**config.mk**
```make
export PLATFORM = sky130hd
export DESIGN_NAME = rtlu_ctrl
export DESIGN_NICKNAME = d
export VERILOG_FILES = /design/src/sv/rtlu_pkg.sv /design/src/sv/rtlu_ctrl.sv
export SDC_FILE = /design/constraint.sdc
export NUM_CORES = 1
export LEC_CHECK = 0
export BUFFER_PORTS_ARGS = -buffer_cell sky130_fd_sc_hd__clkbuf_2
export CORE_MARGIN = 5
export CORE_UTILIZATION = 35
export DETAILED_ROUTE_END_ITERATION = 16
export PLACE_DENSITY = 0.71
export SETUP_SLACK_MARGIN = 0.05
export SYNTH_ARGS = -nofsm -noshare
export SYNTH_HDL_FRONTEND = slang
export SYNTH_SLANG_ARGS = --single-unit
```
**constraint.sdc**
```tcl
create_clock -name i_clk -period 2.05 [get_ports i_clk]
set_input_delay 0.3075 -clock i_clk [delete_from_list [all_inputs] [get_ports i_clk]]
set_output_delay 0.3075 -clock i_clk [all_outputs]
set_load 0.005 [all_outputs]
```
**src/sv/rtlu_pkg.sv**
```systemverilog
// Shared types and constants for the range-table route lookup engine.
`default_nettype none

package rtlu_pkg;

    localparam int KICK_BITS_DEF     = 14;
    localparam int RANGE_ENTRIES_DEF = 65536;

    localparam int ADDR_W = 32;
    localparam int IDX_W  = 16;
    localparam int PORT_W = 9;
    localparam int HOP_W  = PORT_W + ADDR_W;
    // Search bounds reach base + last, which needs one bit more than an index.
    localparam int SPAN_W = IDX_W + 1;

    typedef enum logic [1:0] {
        KIND_LOOKUP = 2'd0,
        KIND_KICK   = 2'd1,
        KIND_RANGE  = 2'd2,
        KIND_HOP    = 2'd3
    } t_kind;

    typedef struct packed {
        logic clear;
        logic load;
        logic wr_kick;
        logic wr_range;
        logic wr_hop;
        logic init;
        logic probe;
        logic step;
        logic fin;
        logic hop;
    } t_dp_cmd;

    typedef struct packed {
        logic clear_last;
        logic open;
        logic hit;
    } t_dp_sts;

endpackage

`default_nettype wire

```
**src/sv/rtlu_ctrl.sv**
```systemverilog
// Controller state machine of the route lookup engine.
`default_nettype none

module rtlu_ctrl (
    input  wire logic             i_clk,
    input  wire logic             i_rst_n,
    input  wire logic             start,
    input  rtlu_pkg::t_kind       i_kind,
    input  rtlu_pkg::t_dp_sts     i_sts,
    output rtlu_pkg::t_dp_cmd     o_cmd,
    output logic                  busy,
    output logic                  o_valid
);

    typedef enum logic [7:0] {
        ST_CLEAR = 8'b0000_0001,
        ST_IDLE  = 8'b0000_0010,
        ST_KICK  = 8'b0000_0100,
        ST_LOOP  = 8'b0000_1000,
        ST_CMP   = 8'b0001_0000,
        ST_FIN   = 8'b0010_0000,
        ST_HOP   = 8'b0100_0000,
        ST_OUT   = 8'b1000_0000
    } t_state;

    t_state r_state;
    t_state n_state;

    always_ff @(posedge i_clk) begin
        if (!i_rst_n) begin
            r_state <= ST_CLEAR;
        end else begin
            r_state <= n_state;
        end
    end

    always_comb begin
        n_state = r_state;
        o_cmd   = '0;
        unique case (r_state)
            ST_CLEAR: begin
                o_cmd.clear = 1'b1;
                if (i_sts.clear_last) begin
                    n_state = ST_IDLE;
                end
            end
            ST_IDLE: begin
                if (start) begin
                    unique case (i_kind)
                        rtlu_pkg::KIND_LOOKUP: begin
                            o_cmd.load = 1'b1;
                            n_state    = ST_KICK;
                        end
                        rtlu_pkg::KIND_KICK:  o_cmd.wr_kick  = 1'b1;
                        rtlu_pkg::KIND_RANGE: o_cmd.wr_range = 1'b1;
                        rtlu_pkg::KIND_HOP:   o_cmd.wr_hop   = 1'b1;
                        default:              n_state        = ST_IDLE;
                    endcase
                end
            end
            ST_KICK: begin
                o_cmd.init = 1'b1;
                n_state    = ST_LOOP;
            end
            ST_LOOP: begin
                if (i_sts.open) begin
                    o_cmd.probe = 1'b1;
                    n_state     = ST_CMP;
                end else begin
                    o_cmd.fin = 1'b1;
                    n_state   = ST_HOP;
                end
            end
            ST_CMP: begin
                o_cmd.step = 1'b1;
                n_state    = i_sts.hit ? ST_FIN : ST_LOOP;
            end
            ST_FIN: begin
                o_cmd.fin = 1'b1;
                n_state   = ST_HOP;
            end
            ST_HOP: begin
                o_cmd.hop = 1'b1;
                n_state   = ST_OUT;
            end
            ST_OUT: begin
                n_state = ST_IDLE;
            end
            default: begin
                n_state = ST_IDLE;
            end
        endcase
    end

    assign busy    = (r_state != ST_IDLE);
    assign o_valid = (r_state == ST_OUT);

endmodule

`default_nettype wire

```
==> summary.md <==
| Metric | Value |
|---|---|
| Status | finished clean |
| Post-Syn Nets | just over 70 |
| Synth Area in Compound Gates | 0.124 |
| Clk slew on worst S/H paths | approximately 0.060 ns |
| Core Box Area | between 1000 and 1500 um^2 |
| Synth top area cells | dfxtp_1 32%, nor3_1 6.9%, nor2_1 6.0%, nor4b_1 5.2%, nor4_4 4.2% |
| Clock Latency Late Sink | between 0.2 and 0.3 ns |
| Worst path required time | between 1.5 and 2 ns |
| Critical Path Sink Type | output pin |
| Largest net degree at the start of global routing | 10 |
| Synth Area in Simple Gates | 0.479 |
| Max VDD drop | around 290 uV |
| CTS Sinks | 8 |
| Fillers | between 100 and 150 |
| Xor/xnor share of the synthesized area | 0.0174 |
| DR vias/cell | about 5.3 |
| DP HPWL | about 940 um |
| Synth area leader | dfxtp_1 |
| Buffer depth of the longest clock path | 2 |
| Post-synthesis mux area share | 0 |
| Synth Cell Area | 504 um^2 |
| Final worst-path setup slack | 0.0429 ns |
| Cts bufs inserted | 3 |
| Hold slack | around 0.26 ns |
| Initial drt markers | 17 |
| Clk root buf | clkbuf_4 |
| Rel. slew slack | 0.753 |
| Antenna-violating nets left | 0 |
| Worst Tran Pin Value | between 0.3 and 0.4 ns |
| Initial Util | 0.378 |
| DRC violations left | 0 |
| All-Layer GR Usage | 0.111 |
| DR WL/cell | ~13 um |
| Via count | between 500 and 600 |
| Die height | between 40 and 50 um |
| Io pins | 20 |
| Synth Register Bits | 8 |
| CTS tree | built |
| Slew Viols, Final | 0 |
| Final Util | 0.538 |
| Area grow syn2layout | 42.2% |
| Syn_area_per_cell | between 8 and 9 um^2 |
| Main combinational cell family by area after synthesis | simple AND/OR/NAND/NOR gates |
| Die Width | between 40 and 50 um |
| Seq/Total Area, Yosys | 0.318 |
| RSZ-0062 raised after global routing | true |
| CTS HTree Levels | 1 |
| Non-Filler Instances | about 100 |
| Seq. cell area | around 170 um^2 |
| Layout cells sized above 1 | 0.512 |
| Most frequent cells in the layout | 18 x clkbuf_2, 6 x nor2_1, 5 x inv_1, 5 x nor3_1, 5 x dfxtp_2 |
| Lkg Pwr | 0.307 nW |
| Die area | approximately 2300 um^2 |
| Crit-path max FO | 4 |
| Congestion Overflow GR | 0 |
| Hold Crit Class | in -> reg |
| Synth unique cells | 31 |
| Placed cell count | 96 |
| Instance count of the mapped netlist | 63 |
| Yosys synthesis warning count | 0 |
| Routed Wire Length | 1.34 mm |
| Hold Buf Count CTS | 0 |
| P per Cell Area | 531 nW/um^2 |
| N_diodes | 0 |
| Area of the multi-input gates | around 370 um^2 |
| Input/output buffers | 19 |
| Crit path time final | between 2 and 2.5 ns |
| NumNets Final | 96 |
| CP Launch Type | register |
| Vias in the first global route | 447 |
| Most common cell after layout, fill and taps aside | clkbuf_2 |
| Largest regs | r_state: 8 flops |
| Synth top area share | 0.318 |
| Global-route wire length before repair | 1.80 mm |
| Largest Register | r_state |
| Setup Viol. Count Final | 0 |
| Initial antenna violation count | 0 |
| Placement Setup Slack | approximately 0.28 ns |
| Final clock skew | about 0.0062 ns |
| Post-Synth Adder-Cell Area | 0 |
| Final hold violations | 0 |
| Max FFs per register | 8 |
| Rows | 13 |
| Max Cap Viol | 0 |
| Kind of critical path | reg -> out |
| Fin crit share | 0.979 |
| Placer congestion estimate | 0.770 |
| Maximum clock rate | roughly 500 MHz |
| First-pass detailed-route iteration total | 4 |
| WP data arrival | around 1.7 ns |
-- synthesized netlist by cell type --
master    instances
dfxtp_1           8
nor2_1            8
nor3_1            7
inv_1             5
nand2_1           4
nor4b_1           3
nand2b_1          2
nor3b_1           2
nor4_1            2
a211oi_1          1
a211oi_2          1
a21oi_1           1
a31oi_1           1
and3_1            1
and4_1            1
buf_2             1
clkbuf_1          1
inv_2             1
nand3_1           1
nand4_1           1
nor4_4            1
o21ai_2           1
o22ai_1           1
o31ai_1           1
o41ai_1           1
or2b_1            1
or3_4             1
or3b_1            1
or3b_2            1
or4_4             1
xor2_1            1
-- cell type report --
class / instances / share of cell area
Clock buffer: 3 / 0.0314
Inverter: 6 / 0.0314
Multi-Input combinational cell: 47 / 0.510
Sequential cell: 8 / 0.232
Tap cell: 15 / 0.0262
Timing Repair Buffer: 22 / 0.169
-- final timing paths --
| check | start | endpoint | slack (ns) | depth (start not counted) |
|---|---|---|---|---|
| setup / recovery | r_state[6] | o_cmd[4] | 0.04 | 4 |
| hold reg to reg | r_state[1] | r_state[0] | 0.54 | 1 |
| setup reg to reg | r_state[6] | r_state[6] | 0.53 | 4 |
| hold / removal | i_sts[2] | r_state[0] | 0.26 | 2 |
-- repair_timing --
| action | in CTS | in global routing |
|---|---|---|
| endpoints found under the setup margin | 4 | 8 |
| buffers inserted | 2 | 0 |
| gates resized for setup | 3 | 14 |
| pin swaps | 2 | 4 |
-- critical path, cell delays in order (launching register included) --
cell	delay, ns
dfxtp_2	0.33
or4_4	0.56
or3_4	0.36
nor2_2	0.08
clkbuf_2	0.11
-- cell families (layout without fill, tap and decap cells) --
group	after synthesis	count (layout)
compound gates	8	8
flops	8	8
buf+inv	8	31
xor+xnor	1	1
simple gates	38	38
-- through the flow --
step                      TNS (ns)  power, mW  area (um^2)
after floorplan                  0      0.214          504
after global placement           0      0.239          617
after detailed placement         0      0.240          617
after CTS                        0      0.371          663
after global routing       -0.0169      0.404          717
final                            0      0.381          717
-- report_power, final --
group	switching [mW]	total, mW	internal [mW]	leakage (nW)
clock	0.0571	0.124	0.0672	0.0138
combinational	0.0462	0.0861	0.0399	0.226
sequential	0.00865	0.170	0.162	0.0674
-- per-layer routing --
layer  track usage  vias to the layer above  share of wire
li1              -                      279              -
met1         0.145                      242           0.43
met2         0.164                       17           0.49
met3        0.0602                        0          0.077
met4        0.0161                        0              0
met5             0                        -              0
Note: power is estimated with default switching activity, not from simulation.
